**config.mk**
```make
export PLATFORM = sky130hd
export DESIGN_NAME = addressed_ack_response_scanner_unit
export DESIGN_NICKNAME = d
export VERILOG_FILES = /design/src/design/aars_pkg.sv /design/src/design/aars_cfg.sv /design/src/design/aars_scan.sv /design/src/design/aars_out.sv /design/src/design/addressed_ack_response_scanner_unit.sv
export SDC_FILE = /design/constraint.sdc
export NUM_CORES = 1
export LEC_CHECK = 0
export BUFFER_PORTS_ARGS = -buffer_cell sky130_fd_sc_hd__clkbuf_2
export CELL_PAD_IN_SITES_DETAIL_PLACEMENT = 0
export CELL_PAD_IN_SITES_GLOBAL_PLACEMENT = 2
export CORE_UTILIZATION = 33
export DETAILED_ROUTE_END_ITERATION = 6
export GPL_TIMING_DRIVEN = 1
export PLACE_DENSITY_LB_ADDON = 0.3
export SLEW_MARGIN = 0
export SYNTH_ARGS = -nofsm -noshare
export SYNTH_HDL_FRONTEND = slang
export SYNTH_HIERARCHICAL = 1
export SYNTH_SLANG_ARGS = --single-unit
```
**constraint.sdc**
```tcl
create_clock -name i_clk -period 6.5 [get_ports i_clk]
set_clock_uncertainty 0.15 [all_clocks]
set_input_delay 0.325 -clock i_clk [delete_from_list [all_inputs] [get_ports i_clk]]
set_output_delay 0.325 -clock i_clk [all_outputs]
set_load 0.01 [all_outputs]
```
**src/design/aars_pkg.sv**
```systemverilog
// Shared types and constants of the acknowledgement-line scanner.
`default_nettype none

package aars_pkg;

    localparam int unsigned BYTE_W = 8;
    localparam int unsigned RESP_W = 2;
    localparam int unsigned ADDR_W = 3;
    localparam int unsigned DATA_W = 32;

    localparam logic [BYTE_W-1:0] CH_NUL   = 8'h00;
    localparam logic [BYTE_W-1:0] CH_AT    = 8'h40;
    localparam logic [BYTE_W-1:0] CH_SPACE = 8'h20;
    localparam logic [BYTE_W-1:0] CH_LF    = 8'h0A;
    localparam logic [BYTE_W-1:0] CH_ZERO  = 8'h30;
    localparam logic [BYTE_W-1:0] CH_NINE  = 8'h39;
    localparam logic [BYTE_W-1:0] CH_O     = 8'h4F;
    localparam logic [BYTE_W-1:0] CH_N     = 8'h4E;
    localparam logic [BYTE_W-1:0] CH_K     = 8'h4B;

    localparam logic [BYTE_W-1:0] OWN_ADDRESS_RST     = 8'd2;
    localparam logic [BYTE_W-1:0] EXPECTED_SOURCE_RST = 8'd0;

    localparam logic REG_OWN_ADDRESS     = 1'b0;
    localparam logic REG_EXPECTED_SOURCE = 1'b1;

    localparam logic [RESP_W-1:0] RESP_NONE = 2'd0;
    localparam logic [RESP_W-1:0] RESP_OK   = 2'd1;
    localparam logic [RESP_W-1:0] RESP_NOK  = 2'd2;
    localparam logic [RESP_W-1:0] RESP_RSVD = 2'd3;

    typedef enum logic [1:0] {
        PH_IDLE,
        PH_DST,
        PH_SRC,
        PH_REPLY
    } t_phase;

    typedef enum logic [2:0] {
        RP_EMPTY,
        RP_O,
        RP_N,
        RP_NO,
        RP_FAIL
    } t_reply;

    typedef struct packed {
        logic [BYTE_W-1:0] own_address;
        logic [BYTE_W-1:0] expected_source;
    } t_cfg;

endpackage

`default_nettype wire

```
**src/design/aars_cfg.sv**
```systemverilog
// Configuration register file on an APB-style port.
`default_nettype none

module aars_cfg (
    input  wire logic                          i_clk,
    input  wire logic                          i_rst_n,
    input  wire logic                          psel,
    input  wire logic                          penable,
    input  wire logic                          pwrite,
    input  wire logic [aars_pkg::ADDR_W-1:0]   paddr,
    input  wire logic [aars_pkg::DATA_W-1:0]   pwdata,
    output logic      [aars_pkg::DATA_W-1:0]   prdata,
    output logic                               pready,
    output aars_pkg::t_cfg                     o_cfg
);

    aars_pkg::t_cfg r_cfg;
    logic           w_write;

    assign pready  = 1'b1;
    assign w_write = psel & penable & pwrite;

    always_ff @(posedge i_clk) begin
        if (!i_rst_n) begin
            r_cfg.own_address     <= aars_pkg::OWN_ADDRESS_RST;
            r_cfg.expected_source <= aars_pkg::EXPECTED_SOURCE_RST;
        end else if (w_write) begin
            unique case (paddr[2])
                aars_pkg::REG_OWN_ADDRESS: begin
                    r_cfg.own_address <= pwdata[aars_pkg::BYTE_W-1:0];
                end
                aars_pkg::REG_EXPECTED_SOURCE: begin
                    r_cfg.expected_source <= pwdata[aars_pkg::BYTE_W-1:0];
                end
                default: begin
                end
            endcase
        end
    end

    always_comb begin
        unique case (paddr[2])
            aars_pkg::REG_OWN_ADDRESS: begin
                prdata = {{(aars_pkg::DATA_W-aars_pkg::BYTE_W){1'b0}}, r_cfg.own_address};
            end
            aars_pkg::REG_EXPECTED_SOURCE: begin
                prdata = {{(aars_pkg::DATA_W-aars_pkg::BYTE_W){1'b0}},
                          r_cfg.expected_source};
            end
            default: begin
                prdata = '0;
            end
        endcase
    end

    assign o_cfg = r_cfg;

endmodule

`default_nettype wire

```
**src/design/aars_scan.sv**
```systemverilog
// Scanner state and per-byte next-state and response logic.
`default_nettype none

module aars_scan (
    input  wire logic                          i_clk,
    input  wire logic                          i_rst_n,
    input  wire logic                          i_accept,
    input  wire logic [aars_pkg::BYTE_W-1:0]   i_rx_byte,
    input  wire aars_pkg::t_cfg                i_cfg,
    output logic      [aars_pkg::RESP_W-1:0]   o_response
);

    aars_pkg::t_phase            r_phase, n_phase;
    aars_pkg::t_reply            r_reply, n_reply;
    logic [aars_pkg::BYTE_W-1:0] r_value, n_value;
    logic                        r_digit, n_digit;
    logic                        r_bad, n_bad;

    logic                        w_live;
    logic                        w_is_digit;
    logic [11:0]                 w_prod;
    logic                        w_over;
    logic                        w_tok_ok;
    logic                        w_dst_match;
    logic                        w_src_match;

    assign w_live      = i_accept && (i_rx_byte != aars_pkg::CH_NUL);
    assign w_is_digit  = (i_rx_byte >= aars_pkg::CH_ZERO) && (i_rx_byte <= aars_pkg::CH_NINE);
    assign w_prod      = ({4'b0, r_value} << 3) + ({4'b0, r_value} << 1)
                       + {8'b0, i_rx_byte[3:0]};
    assign w_over      = |w_prod[11:8];
    assign w_tok_ok    = r_digit && !r_bad;
    assign w_dst_match = w_tok_ok && (r_value == i_cfg.own_address);
    assign w_src_match = w_tok_ok && (r_value == i_cfg.expected_source);

    always_comb begin
        n_phase = r_phase;
        if (w_live) begin
            if (i_rx_byte == aars_pkg::CH_AT) begin
                n_phase = aars_pkg::PH_DST;
            end else begin
                unique case (r_phase)
                    aars_pkg::PH_IDLE: begin
                        n_phase = aars_pkg::PH_IDLE;
                    end
                    aars_pkg::PH_DST: begin
                        if (i_rx_byte == aars_pkg::CH_SPACE) begin
                            if (w_dst_match) n_phase = aars_pkg::PH_SRC;
                        end else if (i_rx_byte == aars_pkg::CH_LF) begin
                            n_phase = aars_pkg::PH_IDLE;
                        end
                    end
                    aars_pkg::PH_SRC: begin
                        if (i_rx_byte == aars_pkg::CH_SPACE) begin
                            n_phase = w_src_match ? aars_pkg::PH_REPLY : aars_pkg::PH_IDLE;
                        end else if (i_rx_byte == aars_pkg::CH_LF) begin
                            n_phase = aars_pkg::PH_IDLE;
                        end
                    end
                    aars_pkg::PH_REPLY: begin
                        if (i_rx_byte == aars_pkg::CH_LF) begin
                            n_phase = aars_pkg::PH_IDLE;
                        end else if (i_rx_byte == aars_pkg::CH_K &&
                                     (r_reply == aars_pkg::RP_O || r_reply == aars_pkg::RP_NO)) begin
                            n_phase = aars_pkg::PH_IDLE;
                        end
                    end
                    default: begin
                        n_phase = aars_pkg::PH_IDLE;
                    end
                endcase
            end
        end
    end

    always_comb begin
        n_value    = r_value;
        n_digit    = r_digit;
        n_bad      = r_bad;
        n_reply    = r_reply;
        o_response = aars_pkg::RESP_NONE;
        if (w_live) begin
            if (i_rx_byte == aars_pkg::CH_AT) begin
                n_value = '0;
                n_digit = 1'b0;
                n_bad   = 1'b0;
            end else if (r_phase == aars_pkg::PH_DST || r_phase == aars_pkg::PH_SRC) begin
                if (i_rx_byte == aars_pkg::CH_SPACE) begin
                    n_value = '0;
                    n_digit = 1'b0;
                    n_bad   = 1'b0;
                    if (r_phase == aars_pkg::PH_SRC && w_src_match) n_reply = aars_pkg::RP_EMPTY;
                end else if (i_rx_byte != aars_pkg::CH_LF) begin
                    if (w_is_digit) begin
                        n_digit = 1'b1;
                        if (w_over) n_bad = 1'b1;
                        else n_value = w_prod[aars_pkg::BYTE_W-1:0];
                    end else begin
                        n_bad = 1'b1;
                    end
                end
            end else if (r_phase == aars_pkg::PH_REPLY && i_rx_byte != aars_pkg::CH_LF) begin
                if (r_reply == aars_pkg::RP_EMPTY && i_rx_byte == aars_pkg::CH_O) begin
                    n_reply = aars_pkg::RP_O;
                end else if (r_reply == aars_pkg::RP_EMPTY && i_rx_byte == aars_pkg::CH_N) begin
                    n_reply = aars_pkg::RP_N;
                end else if (r_reply == aars_pkg::RP_N && i_rx_byte == aars_pkg::CH_O) begin
                    n_reply = aars_pkg::RP_NO;
                end else if (r_reply == aars_pkg::RP_O && i_rx_byte == aars_pkg::CH_K) begin
                    n_reply    = aars_pkg::RP_EMPTY;
                    o_response = aars_pkg::RESP_OK;
                end else if (r_reply == aars_pkg::RP_NO && i_rx_byte == aars_pkg::CH_K) begin
                    n_reply    = aars_pkg::RP_EMPTY;
                    o_response = aars_pkg::RESP_NOK;
                end else begin
                    n_reply = aars_pkg::RP_FAIL;
                end
            end
        end
    end

    always_ff @(posedge i_clk) begin
        if (!i_rst_n) begin
            r_phase <= aars_pkg::PH_IDLE;
            r_reply <= aars_pkg::RP_EMPTY;
            r_value <= '0;
            r_digit <= 1'b0;
            r_bad   <= 1'b0;
        end else begin
            r_phase <= n_phase;
            r_reply <= n_reply;
            r_value <= n_value;
            r_digit <= n_digit;
            r_bad   <= n_bad;
        end
    end

endmodule

`default_nettype wire

```
**src/design/aars_out.sv**
```systemverilog
// Result register with a skid entry between scanner and receiver.
`default_nettype none

module aars_out (
    input  wire logic                          i_clk,
    input  wire logic                          i_rst_n,
    input  wire logic                          i_push,
    input  wire logic [aars_pkg::RESP_W-1:0]   i_response,
    input  wire logic                          i_pop,
    output logic                               o_valid,
    output logic      [aars_pkg::RESP_W-1:0]   o_response,
    output logic                               o_full
);

    logic                        r_out_valid, n_out_valid;
    logic                        r_skid_valid, n_skid_valid;
    logic [aars_pkg::RESP_W-1:0] r_out, n_out;
    logic [aars_pkg::RESP_W-1:0] r_skid, n_skid;
    logic                        w_take;

    assign w_take = r_out_valid && i_pop;

    always_comb begin
        n_out_valid  = r_out_valid;
        n_skid_valid = r_skid_valid;
        n_out        = r_out;
        n_skid       = r_skid;
        if (r_skid_valid) begin
            if (w_take) begin
                n_out        = r_skid;
                n_skid_valid = 1'b0;
            end
        end else if (!r_out_valid || w_take) begin
            n_out_valid = i_push;
            if (i_push) n_out = i_response;
        end else if (i_push) begin
            n_skid       = i_response;
            n_skid_valid = 1'b1;
        end
    end

    always_ff @(posedge i_clk) begin
        if (!i_rst_n) begin
            r_out_valid  <= 1'b0;
            r_skid_valid <= 1'b0;
        end else begin
            r_out_valid  <= n_out_valid;
            r_skid_valid <= n_skid_valid;
        end
        r_out  <= n_out;
        r_skid <= n_skid;
    end

    assign o_valid    = r_out_valid;
    assign o_response = r_out;
    assign o_full     = r_skid_valid;

endmodule

`default_nettype wire

```
**src/design/addressed_ack_response_scanner_unit.sv**
```systemverilog
// Top level of the addressed acknowledgement-line scanner.
// Input channel: i_in_valid / o_in_ready carry one received byte (i_rx_byte).
// Output channel: o_out_valid / i_out_ready carry one response per byte:
//   RESP_NONE while scanning, RESP_OK or RESP_NOK on the byte that completes
//   "@<own_address> <expected_source> OK" or "... NOK".
// Configuration: APB-style port, own_address at 0x0, expected_source at 0x4;
//   write only while no item is in flight.
// Each response is registered in the result register, or in the skid entry.
// Throughput: one byte per cycle while o_in_ready is high; the scanner
//   state update is a single registered step with no loop over cycles.
// Reset (synchronous, active low): own_address 2, expected_source 0, scanner
//   idle, no result pending.
// Stall: a result register plus one skid entry hold responses; o_in_ready
//   drops only while both are full, and rises once the receiver takes one.
`default_nettype none

module addressed_ack_response_scanner_unit (
    input  wire logic                          i_clk,
    input  wire logic                          i_rst_n,
    input  wire logic                          i_in_valid,
    output logic                               o_in_ready,
    input  wire logic [aars_pkg::BYTE_W-1:0]   i_rx_byte,
    output logic                               o_out_valid,
    input  wire logic                          i_out_ready,
    output logic      [aars_pkg::RESP_W-1:0]   o_response,
    input  wire logic                          psel,
    input  wire logic                          penable,
    input  wire logic                          pwrite,
    input  wire logic [aars_pkg::ADDR_W-1:0]   paddr,
    input  wire logic [aars_pkg::DATA_W-1:0]   pwdata,
    output logic      [aars_pkg::DATA_W-1:0]   prdata,
    output logic                               pready
);

    aars_pkg::t_cfg              w_cfg;
    logic                        w_accept;
    logic                        w_full;
    logic [aars_pkg::RESP_W-1:0] w_response;

    assign o_in_ready = !w_full;
    assign w_accept   = i_in_valid && o_in_ready;

    aars_cfg u_cfg (
        .i_clk   (i_clk),
        .i_rst_n (i_rst_n),
        .psel    (psel),
        .penable (penable),
        .pwrite  (pwrite),
        .paddr   (paddr),
        .pwdata  (pwdata),
        .prdata  (prdata),
        .pready  (pready),
        .o_cfg   (w_cfg)
    );

    aars_scan u_scan (
        .i_clk      (i_clk),
        .i_rst_n    (i_rst_n),
        .i_accept   (w_accept),
        .i_rx_byte  (i_rx_byte),
        .i_cfg      (w_cfg),
        .o_response (w_response)
    );

    aars_out u_out (
        .i_clk      (i_clk),
        .i_rst_n    (i_rst_n),
        .i_push     (w_accept),
        .i_response (w_response),
        .i_pop      (i_out_ready),
        .o_valid    (o_out_valid),
        .o_response (o_response),
        .o_full     (w_full)
    );

`ifndef ASSERT_OFF
    a_skid_needs_out: assert property (@(posedge i_clk) disable iff (!i_rst_n)
        w_full |-> o_out_valid)
        else $error("skid entry held without a valid result");

    a_resp_code: assert property (@(posedge i_clk) disable iff (!i_rst_n)
        o_out_valid |-> (o_response != aars_pkg::RESP_RSVD))
        else $error("reserved response code on output");

    a_accept_shows: assert property (@(posedge i_clk) disable iff (!i_rst_n)
        (w_accept && !o_out_valid) |=> o_out_valid)
        else $error("accepted item did not reach the result register");

    a_full_blocks: assert property (@(posedge i_clk) disable iff (!i_rst_n)
        (w_full && !i_out_ready) |=> !o_in_ready)
        else $error("input ready while both result entries are held");
`endif

endmodule

`default_nettype wire

```
# ---- Word-level counts from Yosys, hierarchy flattened
# Cells that the tools add are included.
# Widths: inputs -> output; s select.
dict set report word_totals {
  word_cells 137
  output_inout_bits 37
  regBits 37
  input_bits 50
}
dict set report op_classes {
  n_mux 53
  add_sub_neg 2
  n_eq_ne 22
  n_lt_le_gt_ge 2
  bitwise_logic 6
  reduce_logical 41
}
# op count
set ops {}
lappend ops {{$pmux 32 s2} 1}
lappend ops {{$mux 8} 6}
lappend ops {{$mux 2} 21}
lappend ops {{$eq 8x7->1 const B} 4}
lappend ops {{$mux 3} 9}
lappend ops {{$eq 8x8->1} 2}
lappend ops {{$logic_and 1x1->1} 15}
lappend ops {{$mux 1} 15}
lappend ops {{$add 11x9->12} 1}
lappend ops {{$add 12x4->12} 1}
lappend ops {{$reduce_and 5->1} 2}
lappend ops {{$reduce_and 3->1} 3}
lappend ops {{$eq 8x4->1 const B} 1}
lappend ops {{$eq 8x6->1 const B} 1}
lappend ops {{$ge 8x6->1 const B} 1}
lappend ops {{$le 8x6->1 const B} 1}
lappend ops {{$ne 8x4->1 const B} 1}
lappend ops {{$pmux 2 s4} 1}
lappend ops {{$reduce_and 4->1} 2}
lappend ops {{$reduce_bool 2->1} 4}
lappend ops {{$reduce_bool 8->1} 1}
lappend ops {{$eq 3x2->1 const B} 2}
lappend ops {{$reduce_and 2->1} 3}
lappend ops {{$reduce_bool 3->1} 2}
lappend ops {{other kinds (16)} 26}

# ---- Longest topological paths before layout
dict set report logic_depth {
  word_depth 14
  depth_mapped 11
  mapped_depth_nobuf 10
}

# ---- Hierarchy
# The synthesis kept the hierarchy.
# mod area_per_inst_um2 n_inst cells_each
set modules_own_cells {}
lappend modules_own_cells {aars_scan 1740.4 1 220}
lappend modules_own_cells {aars_cfg 947.2 1 99}
lappend modules_own_cells {aars_out 269.0 1 20}
lappend modules_own_cells {addressed_ack_response_scanner_unit 10.0 1 2}

# ---- Least setup slack after synthesis
# Ideal clock, no wire load.
dict set report synth_path {
  kind {register to register}
  start {register u_scan/r_value[0] in the netlist's numbering}
  end {register u_scan/r_value[5] in the netlist's numbering}
  stages_incl_launch_ff 11
  arrival_time_ps 2706
  setup_time_ps 72
  synth_period_minus_slack_ps 2927
  setup_slack_ps 3573
  required_ps 6278
  n_path_buf 1
  path_cell_list {dfxtp_1 -> inv_1 -> fa_1 -> fa_1 -> nand2b_1 -> a21oi_1 -> o2111a_1 -> nor2_1 -> nor4b_2 -> buf_4 -> mux2i_1}
}
dict set report synth_via {
  elab_chain_len 8
  word_cells_on_any_way 11
}
# item line_no
set synth_lines {}
lappend synth_lines {{start, declared} aars_scan.sv:15} ;# logic [aars_pkg::BYTE_W-1:0] r_value, n_value;
lappend synth_lines {{start signal, assigned} aars_scan.sv:132} ;# r_value <= n_value;
lappend synth_lines {{$add 11x9->12 (*)} aars_scan.sv:29} ;# assign w_prod = ({4'b0, r_value} << 3) + ({4'b0, r_value} << 1)
lappend synth_lines {{$add 12x4->12 (*)} aars_scan.sv:30} ;# + {8'b0, i_rx_byte[3:0]};
lappend synth_lines {{$mux 8} aars_scan.sv:96} ;# if (w_over) n_bad = 1'b1;
lappend synth_lines {{$mux 8} aars_scan.sv:94} ;# if (w_is_digit) begin
lappend synth_lines {{$mux 8} aars_scan.sv:93} ;# end else if (i_rx_byte != aars_pkg::CH_LF) begin
lappend synth_lines {{$mux 8} aars_scan.sv:88} ;# if (i_rx_byte == aars_pkg::CH_SPACE) begin
lappend synth_lines {{$mux 8} aars_scan.sv:87} ;# end else if (r_phase == aars_pkg::PH_DST || r_phase == aars_pkg::PH_SRC) begin
lappend synth_lines {{$mux 8} aars_scan.sv:83} ;# if (i_rx_byte == aars_pkg::CH_AT) begin
# Mark *: on every way between the ends. The rest lies on a longest branch, timed or not. The select of a mux whose other input is x is not followed.
# A chain may end at the register's enable or synchronous reset.

# ---- Final worst setup path
# Ends and elaborated chain as after synthesis.

==> impl_metrics.json <==
{
  "die_x_um": 96.8,
  "viasPerCell": 4.93,
  "cp_max_fo": 8,
  "num_rows": 34,
  "crit_type": "register to register",
  "tightest_slew_ns": 1.20,
  "cts.sinks": 37,
  "start_kind": "register",
  "grt_pass1_vias": 2305,
  "hold_viol": 0,
  "ctsHtreeMaxLevel": 2,
  "holdPathEnd": "u_out/o_full",
  "required_ns": 6.56,
  "fillers": 932,
  "r2r_cells": 9,
  "drv_cap": 0,
  "die_area_um2": 9370,
  "initial_core_util_pct": 34.0,
  "final_common_cell": "nand2_1",
  "min_from": "i_out_ready",
  "reg2reg_setup_slack_ns": 2.62,
  "cts_buffer_depth": 2,
  "synthToLayoutAreaGrowth_pct": 6.75,
  "gr-total-overflow": 0,
  "gp_congestion": 0.763,
  "post-route-min-period_ns": 3.88,
  "synthDistinctLibCells": 61,
  "coreArea_um2": 8720,
  "hp-class": "primary input to register",
  "cts_buffers": 5,
  "firstDrtPassIters": 4,
  "finalNetCount": 439,
  "layout_common_cells": "44 x nand2_1, 35 x clkbuf_2, 33 x dfxtp_1, 26 x mux2i_1, 25 x conb_1",
  "syn_area_um2": 2970,
  "cts_resized": 0,
  "grt_pass1_wl_mm": 11.5,
  "synth_edf_count": 4,
  "ioPinCount": 87,
  "syn_inst": 341,
  "synth_area_per_cell_um2": 8.70,
  "synth-seq-area-share_pct": 26.3,
  "finalSetupTns_ns": 0,
  "r2r-end": "u_scan/r_value[5]",
  "cp.arrival_ns": 3.94,
  "clkTransAtPathRegs_ns": 0.08,
  "gr-max-usage-layer": "met2",
  "grt_max_degree": 41,
  "fp.dieH_um": 96.8,
  "drc": 0,
  "vias": 2357,
  "end_kind": "register",
  "drt-total-wl_mm": 6.68,
  "holdBufCountCts": 0,
  "wl_per_cell_um": 14.0,
  "yosysWarnings": 6,
  "slew_viol_final": 0,
  "grt_use_met3_pct": 2.89,
  "synthArstFlopShare_pct": 0,
  "p_per_area_nw_per_um2": 148,
  "p_leak_nw": 1.51,
  "max_slew_margin_pct": 20.0,
  "synth_seq_cells": 37,
  "drt_iter0_drc": 78,
  "drive_gt1_share_pct": 15.9,
  "grt_util_met1_pct": 20.2,
  "status": "completed",
  "r2r-start": "u_scan/r_value[0]",
  "p_total_w": 0.000469,
  "track_usage_pct": 15.0,
  "grt.met2_usage_pct": 24.8,
  "clock-root-buffer": "clkbuf_8",
  "antenna_found_initial": 0,
  "rsz0062_at_grt": "false",
  "fin_crit_sh_pct": 59.7,
  "ir_drop_mv": 0.0818,
  "port-buffer-count": 35,
  "setup_viol": 0,
  "antenna_cells": 0,
  "synth-main-ff-cell": "dfxtp_1",
  "clock_latency_ns": 0.29,
  "ant_nets": 0,
  "cts_tree": "yes",
  "hold_depth": 2,
  "cts_setup_buffers": 0,
  "dp_hpwl_mm": 5.13,
  "max_freq_mhz": 258
}
metrics by stage:
step | hold slack [ns] | util, % | area [um^2] | worst slack [ns] | instances
floorplan | 0.272 | - | 3050 | 3.57 | 364
global placement | 0.299 | 35.4 | 3080 | 2.56 | 470
detailed placement | 0.308 | 35.4 | 3080 | 2.57 | 470
CTS | 0.110 | 36.3 | 3170 | 2.61 | 478
global route | 0.129 | 36.3 | 3170 | 2.34 | 478
finish | 0.117 | 36.3 | 3170 | 2.62 | 478
logic make-up (layout without fill, tap and decap cells):
family,after synthesis,after routing,synth area share [%]
simple gates,111,111,20.4
buf+inv,57,63,11.9
other cells,2,25,0.253
fa+ha+maj,20,20,8.94
xor+xnor,19,19,5.61
compound gates,58,58,13.3
mux,37,37,13.2
flops,37,37,26.3
cells in the mapped netlist, types with 7 or more instances:
| cell type | number | area share (%) |
|---|---|---|
| a21oi_1 | 11 | 1.9 |
| buf_4 | 26 | 6.6 |
| dfxtp_1 | 33 | 22 |
| ha_1 | 18 | 7.6 |
| inv_1 | 20 | 2.5 |
| mux2_2 | 9 | 3.4 |
| mux2i_1 | 26 | 8.8 |
| nand2_1 | 44 | 5.6 |
| nand4_1 | 7 | 1.5 |
| nor2_1 | 16 | 2.0 |
| o21ai_0 | 10 | 1.7 |
| xnor2_1 | 8 | 2.4 |
| xor2_1 | 11 | 3.2 |
sequential cells by signal, summed over array words and instances (netlist names):
name and flops:
u_scan/r_bad 1, u_out/o_full 1, u_scan/r_value 8, u_out/r_skid 2, u_scan/r_digit 1, u_out/o_response 2
u_out/o_valid 1, u_cfg/o_cfg 16, u_scan/r_phase 2, u_scan/r_reply 3
cell type report:
class | count | area [um^2] | share of cell area [%]
multi-input combinational | 270 | 1920 | 60.6
sequential | 37 | 781 | 24.7
timing repair buffer | 35 | 175 | 5.53
tap | 108 | 135 | 4.27
inverter | 20 | 75.1 | 2.37
clock buffer | 6 | 72.6 | 2.29
clock inverter | 2 | 10.0 | 0.316
critical path, cell delays in order (launching register included):
cell and delay [ns]:
dfxtp_1 0.44, inv_1 0.09, fa_1 0.51, fa_1 0.46, nand2b_1 0.19, a21oi_1 0.31, o2111a_1 0.27, nor2_1 0.06
nor4b_2 1.02, mux2i_1 0.29
where the power goes:
part | internal, W | total [W] | switching (W)
Sequential | 0.000237 | 0.000242 | 0.00000552
Clock | 0.0000744 | 0.000159 | 0.0000844
Combinational | 0.0000259 | 0.0000685 | 0.0000426
Total | 0.000337 | 0.000469 | 0.000132
worst max-delay path by stage:
stage | start | end
2_1_floorplan | u_scan/r_value[0] | u_scan/r_value[5]
3_3_place_gp | i_rx_byte[3] | u_scan/r_value[6]
3_5_place_dp | i_rx_byte[3] | u_scan/r_value[5]
4_1_cts | u_scan/r_value[0] | u_scan/r_value[5]
5_1_grt | u_scan/r_value[0] | u_scan/r_value[5]
6_report | u_scan/r_value[0] | u_scan/r_value[5]
layer usage:
layer	vias up	wire [um]
met5	-	0
met4	0	59
met3	4	239
met2	48	3100
met1	1096	3280
li1	1209	-
No activity file was read; power rests on OpenSTA's default activity.
